## src/sv/kdc_pkg.sv

```systemverilog
// ----------------------------------------------------------------------------
// kdc_pkg: shared types and constants of the key debounce / click detector
// Item formats, phase and event codes, register indexes and reset values.
// ----------------------------------------------------------------------------
package kdc_pkg;

    // Key and sample geometry
    localparam int KEYS         = 8;
    localparam int KEY_W        = 3;
    localparam int SAMPLE_COUNT = 5;
    localparam int VOTE_W       = 3;
    localparam int TICK_W       = 17;
    localparam int TIME_W       = 32;

    localparam logic [TICK_W-1:0] TICK_MAX = 17'h1FFFF;

    // Vote thresholds over the five samples
    localparam logic [VOTE_W-1:0] VOTE_PRESS   = 3'd4;
    localparam logic [VOTE_W-1:0] VOTE_RELEASE = 3'd1;

    // Key phases
    localparam logic [2:0] PH_IDLE  = 3'd0;
    localparam logic [2:0] PH_PDEB  = 3'd1;
    localparam logic [2:0] PH_PRESS = 3'd2;
    localparam logic [2:0] PH_RDEB  = 3'd3;
    localparam logic [2:0] PH_LONG  = 3'd4;

    // Latched events
    localparam logic [2:0] EV_NONE   = 3'd0;
    localparam logic [2:0] EV_DOWN   = 3'd1;
    localparam logic [2:0] EV_LDOWN  = 3'd2;
    localparam logic [2:0] EV_UP     = 3'd3;
    localparam logic [2:0] EV_LUP    = 3'd4;
    localparam logic [2:0] EV_REPEAT = 3'd5;
    localparam logic [2:0] EV_CLICK  = 3'd6;
    localparam logic [2:0] EV_DCLICK = 3'd7;

    // Sample classes
    localparam logic [1:0] CLS_RELEASED = 2'd0;
    localparam logic [1:0] CLS_PRESSED  = 2'd1;
    localparam logic [1:0] CLS_BOUNCE   = 2'd2;

    // Click counter
    localparam logic [1:0] CLICK_ONE    = 2'd1;
    localparam logic [1:0] CLICK_DOUBLE = 2'd2;

    // Configuration port
    localparam int CFG_IDX_W  = 3;
    localparam int CFG_DATA_W = 16;

    localparam logic [CFG_IDX_W-1:0] CFG_SCAN_STEP   = 3'd0;
    localparam logic [CFG_IDX_W-1:0] CFG_DEBOUNCE    = 3'd1;
    localparam logic [CFG_IDX_W-1:0] CFG_LONG_PRESS  = 3'd2;
    localparam logic [CFG_IDX_W-1:0] CFG_REPEAT      = 3'd3;
    localparam logic [CFG_IDX_W-1:0] CFG_DC_WINDOW   = 3'd4;
    localparam logic [CFG_IDX_W-1:0] CFG_KEY_COUNT   = 3'd5;
    localparam logic [CFG_IDX_W-1:0] CFG_LEVEL_MASK  = 3'd6;

    // Register reset values
    localparam logic [7:0]  RST_SCAN_STEP  = 8'd5;
    localparam logic [15:0] RST_DEBOUNCE   = 16'd20;
    localparam logic [15:0] RST_LONG_PRESS = 16'd1000;
    localparam logic [15:0] RST_REPEAT     = 16'd200;
    localparam logic [15:0] RST_DC_WINDOW  = 16'd500;
    localparam logic [3:0]  RST_KEY_COUNT  = 4'd1;
    localparam logic [7:0]  RST_LEVEL_MASK = 8'd0;

    // One scan of one key
    typedef struct packed {
        logic [KEY_W-1:0]        key_select;
        logic [SAMPLE_COUNT-1:0] pin_samples;
        logic [TIME_W-1:0]       now_ms;
    } t_in_item;

    // One result
    typedef struct packed {
        logic [KEY_W-1:0] key_out;
        logic [2:0]       key_phase;
        logic [2:0]       key_event;
        logic [1:0]       sample_class;
    } t_out_item;

    // Classified scan between front and back
    typedef struct packed {
        logic [KEY_W-1:0]  key;
        logic [1:0]        cls;
        logic [TIME_W-1:0] now;
    } t_scan;

    // Configuration registers
    typedef struct packed {
        logic [7:0]  scan_step;
        logic [15:0] debounce_time;
        logic [15:0] long_press_time;
        logic [15:0] repeat_time;
        logic [15:0] dc_window;
        logic [3:0]  key_count;
        logic [7:0]  level_mask;
    } t_cfg;

endpackage

```

## src/sv/kdc_fifo.sv

```systemverilog
// ----------------------------------------------------------------------------
// kdc_fifo: small register queue
// Push and pop may happen in the same cycle; full and empty come from a count.
// ----------------------------------------------------------------------------
module kdc_fifo #(
    parameter int WIDTH = 8,
    parameter int DEPTH = 2
) (
    input  logic             i_clk,
    input  logic             i_rst_n,
    input  logic             i_push,
    input  logic [WIDTH-1:0] i_data,
    output logic             o_full,
    input  logic             i_pop,
    output logic [WIDTH-1:0] o_data,
    output logic             o_empty
);

    localparam int PW = $clog2(DEPTH);
    localparam int CW = $clog2(DEPTH + 1);
    localparam logic [PW-1:0] LAST = PW'(DEPTH - 1);
    localparam logic [CW-1:0] FULL_CNT = CW'(DEPTH);

    logic [WIDTH-1:0] r_slot [DEPTH];
    logic [PW-1:0]    r_wr_ptr, r_rd_ptr;
    logic [CW-1:0]    r_count;
    logic             do_push, do_pop;

    assign o_full  = (r_count == FULL_CNT);
    assign o_empty = (r_count == '0);
    assign o_data  = r_slot[r_rd_ptr];
    assign do_push = i_push && !o_full;
    assign do_pop  = i_pop && !o_empty;

    // Pointers and fill count
    always_ff @(posedge i_clk) begin
        if (!i_rst_n) begin
            r_wr_ptr <= '0;
            r_rd_ptr <= '0;
            r_count  <= '0;
        end else begin
            if (do_push) begin
                r_wr_ptr <= (r_wr_ptr == LAST) ? '0 : r_wr_ptr + 1'b1;
            end
            if (do_pop) begin
                r_rd_ptr <= (r_rd_ptr == LAST) ? '0 : r_rd_ptr + 1'b1;
            end
            if (do_push && !do_pop) begin
                r_count <= r_count + 1'b1;
            end else if (do_pop && !do_push) begin
                r_count <= r_count - 1'b1;
            end
        end
    end

    // Storage
    always_ff @(posedge i_clk) begin
        if (do_push) begin
            r_slot[r_wr_ptr] <= i_data;
        end
    end

endmodule

```

## src/sv/kdc_front.sv

```systemverilog
// ----------------------------------------------------------------------------
// kdc_front: scan intake and sample vote
// Compares the five samples with the key's active level, classifies the vote
// and queues the classified scan for the key state engine.
// ----------------------------------------------------------------------------
module kdc_front (
    input  logic              i_clk,
    input  logic              i_rst_n,
    input  logic              i_push,
    output logic              o_full,
    input  kdc_pkg::t_in_item i_item,
    input  logic [7:0]        i_level_mask,
    output kdc_pkg::t_scan    o_scan,
    output logic              o_scan_valid,
    input  logic              i_scan_take
);

    logic                                level;
    logic [kdc_pkg::SAMPLE_COUNT-1:0]    active;
    logic [kdc_pkg::VOTE_W-1:0]          votes;
    kdc_pkg::t_scan                      scan;
    logic                                q_empty;

    // Vote: a sample counts when it equals the key's pressed level
    always_comb begin
        level  = i_level_mask[i_item.key_select];
        active = ~(i_item.pin_samples ^ {kdc_pkg::SAMPLE_COUNT{level}});
        votes  = '0;
        for (int i = 0; i < kdc_pkg::SAMPLE_COUNT; i++) begin
            votes = votes + {2'b00, active[i]};
        end
    end

    // Classify
    always_comb begin
        scan.key = i_item.key_select;
        scan.now = i_item.now_ms;
        if (votes >= kdc_pkg::VOTE_PRESS) begin
            scan.cls = kdc_pkg::CLS_PRESSED;
        end else if (votes <= kdc_pkg::VOTE_RELEASE) begin
            scan.cls = kdc_pkg::CLS_RELEASED;
        end else begin
            scan.cls = kdc_pkg::CLS_BOUNCE;
        end
    end

    // Queue toward the state engine
    kdc_fifo #(
        .WIDTH ($bits(kdc_pkg::t_scan)),
        .DEPTH (2)
    ) u_scan_q (
        .i_clk   (i_clk),
        .i_rst_n (i_rst_n),
        .i_push  (i_push),
        .i_data  (scan),
        .o_full  (o_full),
        .i_pop   (i_scan_take),
        .o_data  (o_scan),
        .o_empty (q_empty)
    );

    assign o_scan_valid = !q_empty;

endmodule

```

## src/sv/kdc_back.sv

```systemverilog
// ----------------------------------------------------------------------------
// kdc_back: per-key state engine
// Read-modify-write of one key's phase, tick, event and click state per scan,
// result queued toward the output.
// ----------------------------------------------------------------------------
module kdc_back (
    input  logic               i_clk,
    input  logic               i_rst_n,
    input  kdc_pkg::t_scan     i_scan,
    input  logic               i_scan_valid,
    output logic               o_scan_take,
    input  kdc_pkg::t_cfg      i_cfg,
    output logic               o_empty,
    input  logic               i_pop,
    output kdc_pkg::t_out_item o_item
);

    localparam int KEYS   = kdc_pkg::KEYS;
    localparam int TICK_W = kdc_pkg::TICK_W;
    localparam int TIME_W = kdc_pkg::TIME_W;

    // Per-key state
    logic [2:0]        r_phase [KEYS];
    logic [2:0]        r_event [KEYS];
    logic [TICK_W-1:0] r_tick  [KEYS];
    logic [1:0]        r_click [KEYS];
    logic [TIME_W-1:0] r_last  [KEYS];

    logic [2:0]        n_phase, n_event;
    logic [TICK_W-1:0] n_tick;
    logic [1:0]        n_click;
    logic [TIME_W-1:0] n_last;

    logic [kdc_pkg::KEY_W-1:0] key;
    logic                      in_use, act, out_full;
    logic [2:0]                cur_phase, cur_event;
    logic [TICK_W-1:0]         cur_tick, tick_inc;
    logic [TICK_W:0]           tick_sum;
    logic [1:0]                cur_click, click_inc;
    logic [TIME_W-1:0]         since_release;
    logic                      in_window;
    kdc_pkg::t_out_item        result;

    assign key         = i_scan.key;
    assign act         = (i_scan.cls == kdc_pkg::CLS_PRESSED);
    assign in_use      = ({1'b0, key} < i_cfg.key_count);
    assign o_scan_take = i_scan_valid && !out_full;

    assign cur_phase = r_phase[key];
    assign cur_event = r_event[key];
    assign cur_tick  = r_tick[key];
    assign cur_click = r_click[key];

    // Saturating tick advance and release timing
    assign tick_sum      = {1'b0, cur_tick} + {{(TICK_W - 7){1'b0}}, i_cfg.scan_step};
    assign tick_inc      = tick_sum[TICK_W] ? kdc_pkg::TICK_MAX : tick_sum[TICK_W-1:0];
    assign since_release = i_scan.now - r_last[key];
    assign in_window     = (since_release < {16'h0000, i_cfg.dc_window});
    assign click_inc     = cur_click + 2'd1;

    // Phase machine
    always_comb begin
        n_phase = cur_phase;
        n_event = cur_event;
        n_tick  = cur_tick;
        n_click = cur_click;
        n_last  = r_last[key];
        case (cur_phase)
            kdc_pkg::PH_IDLE: begin
                if (act) begin
                    n_phase = kdc_pkg::PH_PDEB;
                    n_tick  = '0;
                end
            end
            kdc_pkg::PH_PDEB: begin
                if (act) begin
                    n_tick = tick_inc;
                    if (tick_inc >= {1'b0, i_cfg.debounce_time}) begin
                        n_phase = kdc_pkg::PH_PRESS;
                        n_event = kdc_pkg::EV_DOWN;
                        n_tick  = '0;
                    end
                end else begin
                    n_phase = kdc_pkg::PH_IDLE;
                end
            end
            kdc_pkg::PH_PRESS: begin
                if (act) begin
                    n_tick = tick_inc;
                    if (tick_inc >= {1'b0, i_cfg.long_press_time}) begin
                        n_phase = kdc_pkg::PH_LONG;
                        n_event = kdc_pkg::EV_LDOWN;
                        n_tick  = '0;
                    end
                end else begin
                    n_phase = kdc_pkg::PH_RDEB;
                    n_tick  = '0;
                end
            end
            kdc_pkg::PH_RDEB: begin
                if (!act) begin
                    n_tick = tick_inc;
                    if (tick_inc >= {1'b0, i_cfg.debounce_time}) begin
                        n_phase = kdc_pkg::PH_IDLE;
                        n_last  = i_scan.now;
                        // release confirmed: up, single click or double click
                        if (in_window) begin
                            if (click_inc >= kdc_pkg::CLICK_DOUBLE) begin
                                n_event = kdc_pkg::EV_DCLICK;
                                n_click = '0;
                            end else begin
                                n_event = kdc_pkg::EV_UP;
                                n_click = click_inc;
                            end
                        end else begin
                            n_event = kdc_pkg::EV_CLICK;
                            n_click = kdc_pkg::CLICK_ONE;
                        end
                    end
                end else begin
                    n_phase = kdc_pkg::PH_PRESS;
                end
            end
            kdc_pkg::PH_LONG: begin
                if (act) begin
                    n_tick = tick_inc;
                    if (tick_inc >= {1'b0, i_cfg.repeat_time}) begin
                        n_event = kdc_pkg::EV_REPEAT;
                        n_tick  = '0;
                    end
                end else begin
                    n_phase = kdc_pkg::PH_RDEB;
                    n_event = kdc_pkg::EV_LUP;
                    n_tick  = '0;
                end
            end
            default: begin
                n_phase = kdc_pkg::PH_IDLE;
            end
        endcase
    end

    // State write-back for keys in use
    always_ff @(posedge i_clk) begin
        if (!i_rst_n) begin
            for (int k = 0; k < KEYS; k++) begin
                r_phase[k] <= kdc_pkg::PH_IDLE;
                r_event[k] <= kdc_pkg::EV_NONE;
                r_tick[k]  <= '0;
                r_click[k] <= '0;
                r_last[k]  <= '0;
            end
        end else if (o_scan_take && in_use) begin
            r_phase[key] <= n_phase;
            r_event[key] <= n_event;
            r_tick[key]  <= n_tick;
            r_click[key] <= n_click;
            r_last[key]  <= n_last;
        end
    end

    // Result; unused keys show the stored phase and no event
    always_comb begin
        result.key_out      = key;
        result.sample_class = i_scan.cls;
        result.key_phase    = in_use ? n_phase : cur_phase;
        result.key_event    = in_use ? n_event : kdc_pkg::EV_NONE;
    end

    kdc_fifo #(
        .WIDTH ($bits(kdc_pkg::t_out_item)),
        .DEPTH (2)
    ) u_out_q (
        .i_clk   (i_clk),
        .i_rst_n (i_rst_n),
        .i_push  (o_scan_take),
        .i_data  (result),
        .o_full  (out_full),
        .i_pop   (i_pop),
        .o_data  (o_item),
        .o_empty (o_empty)
    );

endmodule

```

## src/sv/key_debounce_click_detector.sv

```systemverilog
// ----------------------------------------------------------------------------
// key_debounce_click_detector: debounced key scanner with click detection
// Top level: configuration registers, vote front end, per-key state engine.
// ----------------------------------------------------------------------------
// Push one scan of one key (five raw samples and the millisecond time) while
// full is low; one result per scan comes out in order, shown while empty is
// low and taken with pop. Scans are accepted one per clock cycle sustained
// while results are popped as fast: the vote is taken as a scan enters the
// front queue, and the per-key read-modify-write of phase, tick, event and
// click state is done while the scan sits at the head of that queue; its
// result is then registered in the result queue. Two-entry queues between
// intake and state engine and in front of the result port absorb a stall on
// either side until they fill. The latched event of a key is only overwritten
// by a later event and cleared only by reset. Keys at or above key_count keep
// their state and report no event. Registers accept a write every cycle and
// should only change while no scan is in flight.
module key_debounce_click_detector (
    input  logic                               i_clk,
    input  logic                               i_rst_n,
    input  logic                               push,
    output logic                               full,
    input  kdc_pkg::t_in_item                  i_in_item,
    output logic                               empty,
    input  logic                               pop,
    output kdc_pkg::t_out_item                 o_out_item,
    input  logic                               i_cfg_valid,
    output logic                               o_cfg_ready,
    input  logic [kdc_pkg::CFG_IDX_W-1:0]      i_cfg_index,
    input  logic [kdc_pkg::CFG_DATA_W-1:0]     i_cfg_data
);

    kdc_pkg::t_cfg  r_cfg;
    kdc_pkg::t_scan scan;
    logic           scan_valid, scan_take;

    assign o_cfg_ready = 1'b1;

    // Configuration registers
    always_ff @(posedge i_clk) begin
        if (!i_rst_n) begin
            r_cfg.scan_step       <= kdc_pkg::RST_SCAN_STEP;
            r_cfg.debounce_time   <= kdc_pkg::RST_DEBOUNCE;
            r_cfg.long_press_time <= kdc_pkg::RST_LONG_PRESS;
            r_cfg.repeat_time     <= kdc_pkg::RST_REPEAT;
            r_cfg.dc_window       <= kdc_pkg::RST_DC_WINDOW;
            r_cfg.key_count       <= kdc_pkg::RST_KEY_COUNT;
            r_cfg.level_mask      <= kdc_pkg::RST_LEVEL_MASK;
        end else if (i_cfg_valid && o_cfg_ready) begin
            case (i_cfg_index)
                kdc_pkg::CFG_SCAN_STEP:  r_cfg.scan_step       <= i_cfg_data[7:0];
                kdc_pkg::CFG_DEBOUNCE:   r_cfg.debounce_time   <= i_cfg_data;
                kdc_pkg::CFG_LONG_PRESS: r_cfg.long_press_time <= i_cfg_data;
                kdc_pkg::CFG_REPEAT:     r_cfg.repeat_time     <= i_cfg_data;
                kdc_pkg::CFG_DC_WINDOW:  r_cfg.dc_window       <= i_cfg_data;
                kdc_pkg::CFG_KEY_COUNT:  r_cfg.key_count       <= i_cfg_data[3:0];
                kdc_pkg::CFG_LEVEL_MASK: r_cfg.level_mask      <= i_cfg_data[7:0];
                default: begin
                end
            endcase
        end
    end

    kdc_front u_front (
        .i_clk        (i_clk),
        .i_rst_n      (i_rst_n),
        .i_push       (push),
        .o_full       (full),
        .i_item       (i_in_item),
        .i_level_mask (r_cfg.level_mask),
        .o_scan       (scan),
        .o_scan_valid (scan_valid),
        .i_scan_take  (scan_take)
    );

    kdc_back u_back (
        .i_clk        (i_clk),
        .i_rst_n      (i_rst_n),
        .i_scan       (scan),
        .i_scan_valid (scan_valid),
        .o_scan_take  (scan_take),
        .i_cfg        (r_cfg),
        .o_empty      (empty),
        .i_pop        (pop),
        .o_item       (o_out_item)
    );

endmodule

```

## config.mk

```make
export PLATFORM = sky130hd
export DESIGN_NAME = key_debounce_click_detector
export DESIGN_NICKNAME = d
export VERILOG_FILES = /design/src/sv/kdc_pkg.sv /design/src/sv/kdc_fifo.sv /design/src/sv/kdc_front.sv /design/src/sv/kdc_back.sv /design/src/sv/key_debounce_click_detector.sv
export SDC_FILE = /design/constraint.sdc
export NUM_CORES = 1
export LEC_CHECK = 0
export ABC_AREA = 1
export BUFFER_PORTS_ARGS = -buffer_cell sky130_fd_sc_hd__buf_4
export CORE_UTILIZATION = 50
export CTS_BUF_LIST = sky130_fd_sc_hd__clkbuf_8
export CTS_CLUSTER_SIZE = 12
export DETAILED_ROUTE_END_ITERATION = 10
export PLACE_DENSITY = 0.63
export REMOVE_ABC_BUFFERS = 1
export SLEW_MARGIN = 0
export SYNTH_ARGS = -nofsm -noshare
export SYNTH_HDL_FRONTEND = slang
export SYNTH_SLANG_ARGS = --single-unit
```

## constraint.sdc

```tcl
create_clock -name i_clk -period 7 [get_ports i_clk]
set_input_delay 0.7 -clock i_clk [delete_from_list [all_inputs] [get_ports i_clk]]
set_output_delay 0.7 -clock i_clk [all_outputs]
set_load 0.01 [all_outputs]
```

==> impl_metrics.ini <==
[global_route]
antenna_found_initial = 1
grt_pass1_wl_um = 154000
track_usage = 0.312
grt_start_max_net_pins = 88
grt_pass1_vias = 25200
grt_overflow = 0

[floorplan]
initial_core_util = 0.510
fp.dieW_um = 256
dieArea_sq_um = 65800
fp.dieH_um = 256
io_pins = 78
rows = 92
core-area_sq_um = 63500

[placement]
dpl.hpwl_um = 67200
io_buffers = 76
gp_congestion = 0.982
dpl_cell_area_sq_um = 34000

[cts]
cts_tree = built
ctsHoldBuffers = 0
clock_latency_ps = 740
cts.sinks = 646
cts_buffers = 106
clockBufferDepth = 3
cts-htree-levels = 3
clkTransAtPathRegs_ps = 60
root_buffer = clkbuf_8

[logic_synthesis]
synth_area_leaders = edfxtp_1 51%, nand2_1 8.3%, nor2_1 6.7%
synth-seq-area-share = 0.570
async_reset_ff_frac = 0
yosysTopAreaCell = edfxtp_1
syn_inst = 3383
synth_warnings = 0
synth-edff-count = 552
syn-mean-instance-area_sq_um = 9.57
netlist_top_cells_count = 720 x nand2_1, 575 x nor2_1, 552 x edfxtp_1
synth.top_cell.area_share = 0.512
synth_cell_type_count = 60
yosysMostFrequentCell = nand2_1
synth.ff_latch_count = 646
synth_area_sq_um = 32400
synth_ff_type = edfxtp_1

[timing]
max_slew.worst_pin.slew_ps = 1260
fin_crit_ps = 6800
hold_viol_final = 0
finClkSkew_ps = 44.8
max_freq_mhz = 147
max_slew_margin = 0.155
final.period_utilization = 0.972
drv_slew = 0
finalSetupViolCount = 0
rsz0062_at_grt = false

[power_and_ir_drop]
p_leak_nw = 14.8
powerDensity_nw_per_um2 = 507
ir_worst_vdd_uv = 389

[setup_path]
critPathArrivalTime_ps = 7220
crit_slowest_cell = nor2_2
critPathLaunchType = flip-flop
critPathBufInv = 4
slowest_delay_ps = 430
crit_fanout = 19
r2r_slack_ps = 200
cp_common_cell = nand2_1
crit_family = simple AND/OR/NAND/NOR gates
cp.required_ps = 7420
critPathKind = reg -> reg
endpoint_kind = flip-flop

[flow_run]
drv_cap = 0

[final_layout]
drive_gt1_frac = 0.122
final_cell_area_sq_um = 36000
fillerInstances = 5679
num-nets-final = 3675
post-route-util = 0.567
syn_to_final_growth_pct = 11.2

[detailed_routing]
drt-initial-drc-count = 2537
drc = 0
routedWlPerCell_um = 23.4
viasPerCell = 5.81
dr_total_vias = 25700
ant_nets = 0
firstDrtPassIters = 6
totalWireLength_um = 104000

[outcome]
status = finished, final reports clean

[hold_path]
hold_path.class = in -> reg
==> cell families (layout without fill, tap and decap cells) <==
kind of cell	count (synthesis)	count (layout)	synth area share
multiplexers	13	13	0.00444
AND/OR/NAND/NOR	1572	1573	0.206
adder cells (fa/ha/maj)	113	113	0.0446
other	1	2	0.000116
buffers and inverters	471	667	0.0568
AO/OA/AOI/OAI	537	537	0.110
XOR/XNOR	30	30	0.00812
flip-flops	646	646	0.570
==> worst register-to-register path, delay by kind of cell, from the launching register on <==
kind                       cells  cell delay (ps)
xor gates and xnor gates       1              210
DFF                            1              360
adders and majority gates      2              500
buffers and inverters          4              880
and+or+nand+nor               21             3290
AOI/OAI and AO/OA              4             1270
==> registers in the layout (all words and copies together) (netlist names), named ones only <==
| signal | flops |
|---|---|
| u_back.r_last | 256 |
| u_back.r_tick | 136 |
| r_cfg | 84 |
| u_front.u_scan_q.r_slot | 74 |
| u_back.r_event | 24 |
| u_back.r_phase | 24 |
| u_back.u_out_q.r_slot | 22 |
| u_back.r_click | 16 |
| u_back.u_out_q.r_count | 2 |
| u_front.u_scan_q.r_count | 2 |
| u_back.u_out_q.r_rd_ptr | 1 |
| u_back.u_out_q.r_wr_ptr | 1 |
| u_front.u_scan_q.r_rd_ptr | 1 |
| u_front.u_scan_q.r_wr_ptr | 1 |
==> layout by cell type, fill, tap and decap left out, types with 6 or more instances in the layout <==
master and n:
buf_4 124, a211oi_1 6, edfxtp_1 552, clkinv_1 23, or2_2 18, o21ai_4 28, inv_1 357, clkinv_2 6
clkbuf_8 110, nand2_1 711, mux2_2 11, o21ai_0 123, o21a_1 6, nand3_1 73, a221oi_1 21, nand4_1 61
o22ai_1 27, inv_2 30, xor2_1 27, a22o_1 19, ha_1 109, dfxtp_1 93, nand3_2 6, a21oi_1 173
buf_12 6, nor2_2 11, a22oi_1 81, nand2_4 13, nand2_2 34, nand3b_1 28, nor2_1 571, nor2_4 10
o211ai_1 15, nor3_1 26
==> metrics by stage <==
step	power, mW	cells	hold slack [ps]	setup TNS, ps	setup WS, ps
4_1_cts	18.1	4423	120	0	16.2
3_5_place_dp	15.0	4233	449	-47970	-287
3_3_place_gp	14.8	4233	437	-18790	-130
5_1_grt	19.4	4427	139	0	42.2
6_report	18.3	4427	174	0	199
2_1_floorplan	11.5	3258	425	-50950	-321
==> where the power goes <==
group | switching, mW | internal (mW)
Clock | 1.53 | 1.57
Combinational | 7.42 | 3.01
Sequential | 0.120 | 4.63
==> final timing paths <==
| check | cells past startpoint | end | start |
|---|---|---|---|
| min reg2reg | 2 | r_cfg[38]$_SDFFE_PN0P_ | r_cfg[38]$_SDFFE_PN0P_ |
| max reg2reg | 32 | u_back.r_click[0][0]$_SDFFCE_PN0P_ | flip-flop |
| max | 32 | u_back.r_click[0][0]$_SDFFCE_PN0P_ | flip-flop |
| min | 1 | u_front.u_scan_q.r_slot[1][4]$_DFFE_PP_ | i_in_item[4] |
==> repair_timing <==
action                                  in CTS  in global routing
endpoints found under the setup margin     224                435
gates cloned                                 0                  1
pin swaps                                    0                  2
buffers inserted                             0                  2
gates resized for setup                      2                 10
==> layout make-up <==
cell class                      count  area (sq um)  share of cell area
Clock inverter                     80           430              0.0120
Multi-Input combinational cell   2267         12200               0.338
Inverter                          346          1300              0.0361
Timing Repair Buffer              131          1080              0.0299
Clock buffer                      110          1510              0.0420
Antenna cell                        1          2.50           0.0000695
Tap cell                          846          1060              0.0294
Sequential cell                   646         18500               0.513
==> per-layer routing <==
metal,vias up,wire length (um),track usage
met5,-,0,0
met4,0,3190,0.115
met3,203,8700,0.0486
met2,1206,48700,0.508
met1,12600,43000,0.421
li1,11700,-,-
Power figures use the tool's default switching activity.
